### config.mk
export PLATFORM = sky130hd
export DESIGN_NAME = time_sorted_insert_table_core
export DESIGN_NICKNAME = d
export VERILOG_FILES = /design/src/design/tsit_pkg.sv /design/src/design/tsit_mem.sv /design/src/design/tsit_ctrl.sv /design/src/design/time_sorted_insert_table_core.sv
export VERILOG_INCLUDE_DIRS = /design/src /design/src/design
export SDC_FILE = /design/constraint.sdc
export NUM_CORES = 2
export LEC_CHECK = 0
export ABC_AREA = 1
export CORE_MARGIN = 5
export CORE_UTILIZATION = 60
export DETAILED_ROUTE_END_ITERATION = 8
export DONT_BUFFER_PORTS = 1
export GPL_TIMING_DRIVEN = 0
export PLACE_DENSITY = 0.75
export SLEW_MARGIN = 10
export SYNTH_ARGS = -nofsm -noshare
export SYNTH_HDL_FRONTEND = slang
export SYNTH_HIERARCHICAL = 1
export SYNTH_SLANG_ARGS = --single-unit
### constraint.sdc
create_clock -name clk_i -period 14.18 [get_ports clk_i]
set_input_delay 2.836 -clock clk_i [delete_from_list [all_inputs] [get_ports clk_i]]
set_output_delay 2.836 -clock clk_i [all_outputs]
set_load 0.1 [all_outputs]
### src/design/time_sorted_insert_table_core_macros.svh
// Assertion macros for the sorted insertion table.
// Taken in by the modules that carry concurrent assertions.
`ifndef TIME_SORTED_INSERT_TABLE_CORE_MACROS_SVH
`define TIME_SORTED_INSERT_TABLE_CORE_MACROS_SVH
`ifndef NO_ASSERTIONS
`define TSIT_ASSERT(lbl, clk, rst_n, prop) \
  lbl: assert property (@(posedge clk) disable iff (!(rst_n)) (prop)) \
    else $error("tsit assertion failed");
`define TSIT_ASSERT_NORST(lbl, clk, prop) \
  lbl: assert property (@(posedge clk) (prop)) \
    else $error("tsit assertion failed");
`else
`define TSIT_ASSERT(lbl, clk, rst_n, prop)
`define TSIT_ASSERT_NORST(lbl, clk, prop)
`endif
`endif

### src/design/tsit_pkg.sv
// Shared types, codes and constants of the sorted insertion table.
// No dependencies.
package tsit_pkg;

  localparam int unsigned TABLE_DEPTH_DEF = 16;
  localparam int unsigned KEY_W           = 34;
  localparam int unsigned ID_W            = 16;
  localparam int unsigned OWNER_W         = 8;
  localparam int unsigned RANK_W          = 4;
  localparam int unsigned APB_ADDR_W      = 3;
  localparam int unsigned APB_DATA_W      = 32;

  localparam logic REG_FIRST_ID = 1'b0;

  typedef enum logic {
    MODE_INSERT = 1'b0,
    MODE_READ   = 1'b1
  } mode_e;

  typedef enum logic [1:0] {
    ST_INSERTED = 2'd0,
    ST_FULL     = 2'd1,
    ST_READ_OK  = 2'd2,
    ST_EMPTY    = 2'd3
  } status_e;

  typedef struct packed {
    logic [13:0] year;
    logic [3:0]  month;
    logic [4:0]  day;
    logic [4:0]  hour;
    logic [5:0]  minute;
  } time_t;

  typedef struct packed {
    mode_e              mode;
    logic [13:0]        year;
    logic [3:0]         month;
    logic [4:0]         day;
    logic [4:0]         hour;
    logic [5:0]         minute;
    logic [OWNER_W-1:0] owner_tag;
    logic [RANK_W-1:0]  read_rank;
  } tsit_in_t;

  typedef struct packed {
    status_e            status;
    logic [ID_W-1:0]    entry_id;
    logic [RANK_W-1:0]  rank;
    logic [13:0]        out_year;
    logic [3:0]         out_month;
    logic [4:0]         out_day;
    logic [4:0]         out_hour;
    logic [5:0]         out_minute;
    logic [OWNER_W-1:0] out_owner;
  } tsit_out_t;

  typedef struct packed {
    logic [KEY_W-1:0]   key;
    logic [OWNER_W-1:0] owner;
    logic [ID_W-1:0]    id;
  } entry_t;

  function automatic logic [KEY_W-1:0] pack_key(tsit_in_t d);
    time_t t;
    t.year   = d.year;
    t.month  = d.month;
    t.day    = d.day;
    t.hour   = d.hour;
    t.minute = d.minute;
    return KEY_W'(t);
  endfunction

endpackage

### src/design/tsit_mem.sv
// Entry store of the sorted insertion table: one write port, one
// registered read port. Depends on tsit_pkg.
module tsit_mem import tsit_pkg::*; #(
  parameter int unsigned TABLE_DEPTH = TABLE_DEPTH_DEF,
  localparam int unsigned IDX_W = $clog2(TABLE_DEPTH)
) (
  input  logic             clk_i,
  input  logic             we_i,
  input  logic [IDX_W-1:0] waddr_i,
  input  entry_t           wdata_i,
  input  logic [IDX_W-1:0] raddr_i,
  output entry_t           rdata_o
);

  entry_t mem_q [TABLE_DEPTH];
  entry_t rdata_q;

  always_ff @(posedge clk_i) begin
    if (we_i) begin
      mem_q[waddr_i] <= wdata_i;
    end
    rdata_q <= mem_q[raddr_i];
  end

  assign rdata_o = rdata_q;

endmodule

### src/design/tsit_ctrl.sv
// Sequencer of the sorted insertion table: position search, shift walk,
// read-out and result register. Depends on tsit_pkg and the macro header.
`include "time_sorted_insert_table_core_macros.svh"
module tsit_ctrl import tsit_pkg::*; #(
  parameter int unsigned TABLE_DEPTH = TABLE_DEPTH_DEF,
  localparam int unsigned IDX_W = $clog2(TABLE_DEPTH)
) (
  input  logic             clk_i,
  input  logic             rst_ni,
  input  logic             in_valid_i,
  output logic             in_ready_o,
  input  tsit_in_t         in_data_i,
  output logic             out_valid_o,
  input  logic             out_ready_i,
  output tsit_out_t        out_data_o,
  input  logic [ID_W-1:0]  next_id_i,
  output logic             id_adv_o,
  output logic             mem_we_o,
  output logic [IDX_W-1:0] mem_waddr_o,
  output entry_t           mem_wdata_o,
  output logic [IDX_W-1:0] mem_raddr_o,
  input  entry_t           mem_rdata_i
);

  localparam int unsigned CNT_W = $clog2(TABLE_DEPTH + 1);
  localparam int unsigned CMP_W = (CNT_W > RANK_W) ? CNT_W : RANK_W;

  typedef enum logic [7:0] {
    S_IDLE   = 8'b0000_0001,
    S_SCAN   = 8'b0000_0010,
    S_CMP    = 8'b0000_0100,
    S_SHRD   = 8'b0000_1000,
    S_SHWR   = 8'b0001_0000,
    S_WRITE  = 8'b0010_0000,
    S_RDWAIT = 8'b0100_0000,
    S_DONE   = 8'b1000_0000
  } state_e;

  state_e             state_q, state_d;
  logic [CNT_W-1:0]   count_q, count_d;
  logic [CNT_W-1:0]   scan_q, scan_d;
  logic [CNT_W-1:0]   ptr_q, ptr_d;
  logic [KEY_W-1:0]   key_q, key_d;
  logic [OWNER_W-1:0] owner_q, owner_d;
  tsit_out_t          res_q, res_d;
  tsit_out_t          out_q, out_d;
  logic               out_valid_q, out_valid_d;

  logic [CNT_W-1:0]   scan_inc;
  logic [CNT_W-1:0]   ptr_dec;
  time_t              rd_time;

  assign scan_inc = scan_q + 1'b1;
  assign ptr_dec  = ptr_q - 1'b1;
  assign rd_time  = time_t'(mem_rdata_i.key);

  always_comb begin
    state_d     = state_q;
    count_d     = count_q;
    scan_d      = scan_q;
    ptr_d       = ptr_q;
    key_d       = key_q;
    owner_d     = owner_q;
    res_d       = res_q;
    out_d       = out_q;
    out_valid_d = out_valid_q && !out_ready_i;
    in_ready_o  = 1'b0;
    id_adv_o    = 1'b0;
    mem_we_o    = 1'b0;
    mem_waddr_o = IDX_W'(scan_q);
    mem_raddr_o = IDX_W'(scan_q);
    mem_wdata_o = '{key: key_q, owner: owner_q, id: next_id_i};

    unique case (state_q)
      S_IDLE: begin
        in_ready_o  = 1'b1;
        mem_raddr_o = IDX_W'(in_data_i.read_rank);
        if (in_valid_i) begin
          key_d   = pack_key(in_data_i);
          owner_d = in_data_i.owner_tag;
          res_d   = '0;
          scan_d  = '0;
          if (in_data_i.mode == MODE_INSERT) begin
            if (count_q == CNT_W'(TABLE_DEPTH)) begin
              res_d.status = ST_FULL;
              state_d      = S_DONE;
            end else if (count_q == '0) begin
              state_d = S_WRITE;
            end else begin
              state_d = S_SCAN;
            end
          end else begin
            res_d.rank = in_data_i.read_rank;
            if (CMP_W'(in_data_i.read_rank) < CMP_W'(count_q)) begin
              state_d = S_RDWAIT;
            end else begin
              res_d.status = ST_EMPTY;
              state_d      = S_DONE;
            end
          end
        end
      end
      S_SCAN: begin
        state_d = S_CMP;
      end
      S_CMP: begin
        if (mem_rdata_i.key <= key_q) begin
          scan_d  = scan_inc;
          state_d = (scan_inc == count_q) ? S_WRITE : S_SCAN;
        end else begin
          ptr_d   = count_q;
          state_d = S_SHRD;
        end
      end
      S_SHRD: begin
        mem_raddr_o = IDX_W'(ptr_dec);
        state_d     = S_SHWR;
      end
      S_SHWR: begin
        mem_we_o    = 1'b1;
        mem_waddr_o = IDX_W'(ptr_q);
        mem_wdata_o = mem_rdata_i;
        ptr_d       = ptr_dec;
        state_d     = (ptr_dec == scan_q) ? S_WRITE : S_SHRD;
      end
      S_WRITE: begin
        mem_we_o       = 1'b1;
        id_adv_o       = 1'b1;
        count_d        = count_q + 1'b1;
        res_d.status   = ST_INSERTED;
        res_d.entry_id = next_id_i;
        res_d.rank     = RANK_W'(scan_q);
        state_d        = S_DONE;
      end
      S_RDWAIT: begin
        res_d.status     = ST_READ_OK;
        res_d.entry_id   = mem_rdata_i.id;
        res_d.out_year   = rd_time.year;
        res_d.out_month  = rd_time.month;
        res_d.out_day    = rd_time.day;
        res_d.out_hour   = rd_time.hour;
        res_d.out_minute = rd_time.minute;
        res_d.out_owner  = mem_rdata_i.owner;
        state_d          = S_DONE;
      end
      S_DONE: begin
        if (!out_valid_q || out_ready_i) begin
          out_d       = res_q;
          out_valid_d = 1'b1;
          state_d     = S_IDLE;
        end
      end
      default: begin
        state_d = S_IDLE;
      end
    endcase
  end

  always_ff @(posedge clk_i or negedge rst_ni) begin
    if (!rst_ni) begin
      state_q     <= S_IDLE;
      count_q     <= '0;
      out_valid_q <= 1'b0;
    end else begin
      state_q     <= state_d;
      count_q     <= count_d;
      out_valid_q <= out_valid_d;
    end
  end

  always_ff @(posedge clk_i) begin
    scan_q  <= scan_d;
    ptr_q   <= ptr_d;
    key_q   <= key_d;
    owner_q <= owner_d;
    res_q   <= res_d;
    out_q   <= out_d;
  end

  assign out_valid_o = out_valid_q;
  assign out_data_o  = out_q;

  `TSIT_ASSERT_NORST(a_count_bound, clk_i, !rst_ni || count_q <= CNT_W'(TABLE_DEPTH))
  `TSIT_ASSERT(a_adv_grows_count, clk_i, rst_ni,
    id_adv_o |=> (count_q == $past(count_q) + 1'b1))
  `TSIT_ASSERT(a_shift_above_pos, clk_i, rst_ni,
    (state_q == S_SHRD || state_q == S_SHWR) |-> (ptr_q > scan_q))
  `TSIT_ASSERT(a_write_in_range, clk_i, rst_ni,
    (state_q == S_WRITE) |-> (scan_q <= count_q && count_q < CNT_W'(TABLE_DEPTH)))

endmodule

### src/design/time_sorted_insert_table_core.sv
// Insert: after accept, each entry compared passes scan and compare and each entry
// shifted passes shift read and shift write through the memory read port, then
// write and result. Full-table and empty-rank results follow accept directly; a
// read passes accept, read wait and result. One transaction at a time; the next is
// accepted on return to idle, even while a result waits in the output register.
// Reset clears the entry count, the result valid and the id counter to 0.
module time_sorted_insert_table_core import tsit_pkg::*; #(
  parameter int unsigned TABLE_DEPTH = TABLE_DEPTH_DEF
) (
  input  logic                  clk_i,
  input  logic                  rst_ni,
  input  logic                  in_valid_i,
  output logic                  in_ready_o,
  input  tsit_in_t              in_data_i,
  output logic                  out_valid_o,
  input  logic                  out_ready_i,
  output tsit_out_t             out_data_o,
  input  logic                  psel,
  input  logic                  penable,
  input  logic                  pwrite,
  input  logic [APB_ADDR_W-1:0] paddr,
  input  logic [APB_DATA_W-1:0] pwdata,
  output logic [APB_DATA_W-1:0] prdata,
  output logic                  pready
);

  localparam int unsigned IDX_W = $clog2(TABLE_DEPTH);

  logic [ID_W-1:0]  first_id_q, first_id_d;
  logic [ID_W-1:0]  next_id_q, next_id_d;
  logic             cfg_we;
  logic             id_adv;
  logic             mem_we;
  logic [IDX_W-1:0] mem_waddr;
  logic [IDX_W-1:0] mem_raddr;
  entry_t           mem_wdata;
  entry_t           mem_rdata;

  assign pready = 1'b1;
  assign cfg_we = psel && penable && pwrite && (paddr[2] == REG_FIRST_ID);
  assign prdata = (paddr[2] == REG_FIRST_ID) ? APB_DATA_W'(first_id_q) : '0;

  always_comb begin
    first_id_d = first_id_q;
    next_id_d  = next_id_q;
    if (cfg_we) begin
      first_id_d = pwdata[ID_W-1:0];
      next_id_d  = pwdata[ID_W-1:0];
    end else if (id_adv) begin
      next_id_d = next_id_q + 1'b1;
    end
  end

  always_ff @(posedge clk_i or negedge rst_ni) begin
    if (!rst_ni) begin
      first_id_q <= '0;
      next_id_q  <= '0;
    end else begin
      first_id_q <= first_id_d;
      next_id_q  <= next_id_d;
    end
  end

  tsit_ctrl #(
    .TABLE_DEPTH(TABLE_DEPTH)
  ) u_ctrl (
    .clk_i      (clk_i),
    .rst_ni     (rst_ni),
    .in_valid_i (in_valid_i),
    .in_ready_o (in_ready_o),
    .in_data_i  (in_data_i),
    .out_valid_o(out_valid_o),
    .out_ready_i(out_ready_i),
    .out_data_o (out_data_o),
    .next_id_i  (next_id_q),
    .id_adv_o   (id_adv),
    .mem_we_o   (mem_we),
    .mem_waddr_o(mem_waddr),
    .mem_wdata_o(mem_wdata),
    .mem_raddr_o(mem_raddr),
    .mem_rdata_i(mem_rdata)
  );

  tsit_mem #(
    .TABLE_DEPTH(TABLE_DEPTH)
  ) u_mem (
    .clk_i  (clk_i),
    .we_i   (mem_we),
    .waddr_i(mem_waddr),
    .wdata_i(mem_wdata),
    .raddr_i(mem_raddr),
    .rdata_o(mem_rdata)
  );

endmodule

== After elaboration in Yosys (flattened, before gate mapping) ==
Memories as Yosys holds them, arrays and structs flattened. A register that Yosys moved wholly into a read port is not among the register bits.
Cells that the tools add are included.

* Bits in registers: 226
* Bits in writable memories: 928
* Bits of input ports: 89
* Output and inout port bits: 99
* Logic and storage cells: 110
* Memories kept: 1

* Add/sub/neg operators: 4
* $lt $le $gt $ge: 2
* Equality and inequality tests: 15
* Mux-type cells: 36
* Bitwise operators: 1
* Reductions and logical operators: 24

{| class="wikitable"
|+ Memory list
! memory !! depth !! width !! rd ports !! clocked after memory_dff !! wr ports !! RTL line !! RTL
|-
| u_mem.mem_q || 16 || 58 || 1 || 1 || 1 || tsit_mem.sv:15 || <nowiki>entry_t mem_q [TABLE_DEPTH];</nowiki>
|}

{| class="wikitable"
|+ Operators by type and width
! cell !! count
|-
| 42-bit one-hot mux with 2 select lines || 1
|-
| 64-bit two-way mux || 1
|-
| 58-bit two-way mux || 1
|-
| 8-bit one-hot mux with 7 select lines || 1
|-
| 18-bit one-hot mux with 3 select lines || 1
|-
| 16-bit two-way mux || 3
|-
| 8-bit two-way mux || 6
|-
| 34-bit less-or-equal comparator || 1
|-
| 5-bit one-hot mux with 2 select lines || 2
|-
| 6-bit two-way mux || 3
|-
| 16-bit by 1-bit adder with 16-bit output (second input constant) || 1
|-
| 4-bit one-hot mux with 2 select lines || 2
|-
| 5-bit two-way mux || 3
|-
| 2-bit AND reduction || 7
|-
| 5-bit by 1-bit adder with 5-bit output (second input constant) || 2
|-
| 5-bit == test || 2
|-
| 2-bit nonzero test || 5
|-
| 8-bit by 1-bit == test with 1-bit output (second input constant) || 1
|-
| 8-bit by 2-bit == test with 1-bit output (second input constant) || 1
|-
| 8-bit by 3-bit == test with 1-bit output (second input constant) || 1
|-
| 8-bit by 4-bit == test with 1-bit output (second input constant) || 1
|-
| 8-bit by 5-bit == test with 1-bit output (second input constant) || 1
|-
| 8-bit by 6-bit == test with 1-bit output (second input constant) || 1
|-
| 8-bit by 7-bit == test with 1-bit output (second input constant) || 1
|-
| other kinds (17) || 33
|}

== Depth between registers and ports, before layout ==
* Word-level depth: 6
* Mapped depth: 18
* Depth with buffers taken out: 15

== Hierarchy ==
Netlist, hierarchy kept.

{| class="wikitable"
|+ By module, submodules not included
! module !! times used !! cells an instance !! area each (µm²) !! seq. area each (µm²)
|-
| tsit_mem || 1 || 3819 || 41014.3 || 29027.8
|-
| tsit_ctrl || 1 || 846 || 9004.9 || 5756.8
|-
| time_sorted_insert_table_core || 1 || 273 || 1969.4 || 800.8
|}

== Least setup slack after synthesis ==
OpenSTA, ideal clock, no wires.

* Path type: input -> output
* Start point: input paddr[2]
* End point: output prdata[10]
* Data arrival time: 4.427 ns
* Path slack: 6.917 ns
* Cell stages on the path: 3
* Buffers on the path: 2
* Cells stage by stage: buf_6 clkbuf_1 nor2_1

* Cells in the longest elaborated chain, start to end: 1

{| class="wikitable"
|+ Ends and longest elaborated chain
! what !! RTL line !! RTL
|-
| from (decl) || time_sorted_insert_table_core.sv:21 || <nowiki>input logic [APB_ADDR_W-1:0] paddr,</nowiki>
|-
| 16-bit two-way mux || time_sorted_insert_table_core.sv:41 || <nowiki>assign prdata = (paddr[2] == REG_FIRST_ID) ? APB_DATA_W'(first_id_q) : '0;</nowiki>
|-
| to (decl) || time_sorted_insert_table_core.sv:23 || <nowiki>output logic [APB_DATA_W-1:0] prdata,</nowiki>
|}

Every way passes these cells.

== Final worst setup path ==
* Start point: input paddr[2]
* End point: output prdata[4]

The elaborated chain is that of the path after synthesis.

==> flow_metrics.env <==
export IMPL_status="finished clean"
export IMPL_fp_row_count=108
export IMPL_startpoint_type="input port"
export IMPL_finalInstanceArea_um2=58800
export IMPL_endpoint_kind="output pin"
export IMPL_postCtsSetupRepairBufs=0
export IMPL_ios=188
export IMPL_setup_violations=0
export IMPL_slew_violations=0
export IMPL_die_y_um=304
export IMPL_final_core_util=0.681
export IMPL_drc=0
export IMPL_htreeDepth=3
export IMPL_grt_pass1_vias=35400
export IMPL_chipWidth_um=304
export IMPL_synth_cell_types=46
export IMPL_period_share=0.499
export IMPL_grt_first_pass_wirelength_um=210000
export IMPL_fp_dieArea_um2=92600
export IMPL_finalCriticalPeriod_ns=7.07
export IMPL_hold_violations=0
export IMPL_gr_total_overflow=0
export IMPL_tightest_slew_ns=1.30
export IMPL_worstPathCellList="buf_6 > clkbuf_1 > nor2_2"
export IMPL_netlist_area_um2=52000
export IMPL_drt_pass1_iterations=8
export IMPL_gp_congestion=0.877
export IMPL_dpl_cell_area_um2=54800
export IMPL_cts_resized_gates=0
export IMPL_yosys_warnings=6
export IMPL_core_region_area_um2=86300
export IMPL_cp_buffers_inverters=2
export IMPL_fin_skew_ns=0.0248
export IMPL_grt_max_degree=47
export IMPL_relSlewSlack=0.134
export IMPL_cts_tree="yes"
export IMPL_path_class="input port to output pin"
export IMPL_fmax_ghz=0.141
export IMPL_r2r_setup_slack_ns=10.28
export IMPL_drt_wl_total_um=142000
export IMPL_arrival_ns=4.24
export IMPL_critPathMaxFanout=10
export IMPL_dp_cells=6183
export IMPL_clk_pin_slew_worst_paths_ns=0.06
export IMPL_numCtsBuffers=117
export IMPL_cap_violations=0
export IMPL_viasPerCell=5.68
export IMPL_cp_slowest_cell="nor2_2"
export IMPL_syn_inst=4938
export IMPL_rsz0062_at_grt="no"
export IMPL_hp_class="flip-flop to flip-flop"
export IMPL_p_leak_nw=25.3
export IMPL_final_common_cell="nand2_1"
export IMPL_required_ns=11.34
export IMPL_ys_ff_latch=1212
export IMPL_ys_seq_area_frac=0.684
export IMPL_clk_path_buf_depth=3
export IMPL_place_hpwl_um=95100
export IMPL_setup_tns_ns=0
export IMPL_p_per_area_nw_per_um2=237
export IMPL_drtIter0Drc=4900
export IMPL_worstSkewPairLatency_ns=0.71
export IMPL_clockRootBuffer="clkbuf_16"
export IMPL_final_cell_mix="nand2_1 (1,463), edfxtp_1 (1,108), inv_1 (886), nand3_1 (736), clkbuf_16 (119)"
export IMPL_area_growth_pct=13.0
export IMPL_gr_usage_all_layers=0.299
export IMPL_cp_top_family="simple AND/OR/NAND/NOR gates"
export IMPL_wl_per_cell_um=22.2
export IMPL_vias=36400
export IMPL_final_cells=6409
export IMPL_avgSynthCellArea_um2=10.5
export IMPL_drive_gt1_frac=0.104
export IMPL_final_net_count=5278
export IMPL_cts_hold_buffers_added=0
export IMPL_start_util=0.602
export IMPL_clkSinkCount=1212
export IMPL_cp_slowest_stage_delay_ns=0.94
export IMPL_detail_route_antenna_nets=0
export IMPL_antenna_found_initial=7
export IMPL_max_vdd_ir_drop_mv=0.184
export IMPL_io_buffers=0
synth_stat cells, drive strengths merged:
cell type | n | area (um^2)
nand2 | 1470 | 5540
edfxtp | 1108 | 33300
inv | 893 | 3360
nand3 | 737 | 3700
buf | 214 | 1440
nor2 | 146 | 573
o21ai | 115 | 609
dfxtp | 58 | 1160
dfrtp | 45 | 1130
ha | 42 | 526
a21oi | 30 | 165
clkbuf | 28 | 106
xor2 | 11 | 96.3
nand4 | 8 | 71.3
a31oi | 4 | 25.0
nor3 | 4 | 20.0
o21bai | 4 | 30.0
o221ai | 3 | 26.3
a21o | 2 | 15.0
and3 | 2 | 12.5
conb | 2 | 7.51
nand3b | 2 | 15.0
nor4 | 2 | 12.5
o211ai | 2 | 15.0
o22ai | 2 | 12.5
or2 | 2 | 12.5
dfstp | 1 | 26.3
xnor2 | 1 | 8.76
cell families (layout without fill, tap and decap cells):
group | Yosys count | in the layout | synth area share
AOI/OAI and AO/OA | 162 | 162 | 0.0173
and+or+nand+nor | 2373 | 2373 | 0.191
xor gates and xnor gates | 12 | 12 | 0.00202
other | 2 | 19 | 0.000144
adders and majority gates | 42 | 42 | 0.0101
DFF | 1212 | 1212 | 0.684
buffers and inverters | 1135 | 1434 | 0.0945
worst register-to-register path, stage by stage, from the launching register on:
cell	delay, ns
dfrtp_1	0.36
inv_1	0.09
nand2_1	0.15
nor2_4	0.18
nand4_4	0.19
inv_2	0.48
nor2_1	0.20
nand2_1	0.10
nand3_1	0.08
buf_2	0.33
inv_2	0.28
buf_2	0.53
buf_2	0.40
nand3_1	0.15
nand3_1	0.20
nand2_1	0.08
path summary, 6_finish.rpt:
| kind | endpoint | from | cells after the start |
|---|---|---|---|
| min in group asynchronous | next_id_q[0] | rst_ni | 0 |
| worst min-delay path | u_ctrl/out_data_o[26] | u_ctrl/res_q[26] | 0 |
| worst max-delay path | prdata[4] | paddr[2] | 3 |
| max in group asynchronous | u_ctrl/state_q[0] | rst_ni | 0 |
| worst max register to register | u_mem/rdata_o[24] | u_ctrl/state_q[7] | 15 |
| worst min register to register | u_ctrl/out_data_o[26] | u_ctrl/res_q[26] | 0 |
power breakdown:
part	switching, W	internal, W	leakage [nW]
Combinational	0.00435	0.00163	12.3
Clock	0.00132	0.00180	1.93
Sequential	0.000350	0.00446	11.0
layout make-up:
cell class | count | area [um^2]
flip-flops and latches | 1212 | 35600
fillers | 5903 | 27600
multi-input cells | 2606 | 11800
clock buffers | 169 | 3380
inverters | 893 | 3360
plain buffers | 242 | 1550
well taps | 1155 | 1450
repair buffers | 75 | 1140
clock inverters | 55 | 547
diodes | 2 | 5.00
per-stage QoR:
| step | hold slack (ns) | setup slack, ns | power [W] |
|---|---|---|---|
| 2_1_floorplan | 0.400 | 6.92 | 0.00842 |
| 3_3_place_gp | 0.401 | 4.18 | 0.0104 |
| 3_5_place_dp | 0.405 | 7.11 | 0.0106 |
| 4_1_cts | 0.418 | 7.10 | 0.0138 |
| 5_1_grt | 0.412 | 7.06 | 0.0145 |
| 6_report | 0.413 | 7.11 | 0.0139 |
flip-flops by register name, summed over array words and instances (netlist names), 8 cells and up:
register           count
u_mem/mem_q          928
u_mem/rdata_o         58
next_id_q             16
first_id_q            16
u_ctrl/owner_q         8
u_ctrl/out_data_o     64
u_ctrl/state_q         8
u_ctrl/res_q          64
u_ctrl/key_q          34
per-layer routing:
layer | track usage | wire (um) | vias to the layer above
met5 | 0 | 0 | -
met4 | 0.128 | 6380 | 0
met3 | 0.0652 | 17900 | 379
met2 | 0.480 | 65800 | 2428
met1 | 0.402 | 51900 | 17200
li1 | - | - | 16400
(Power assumes the default switching activity.)
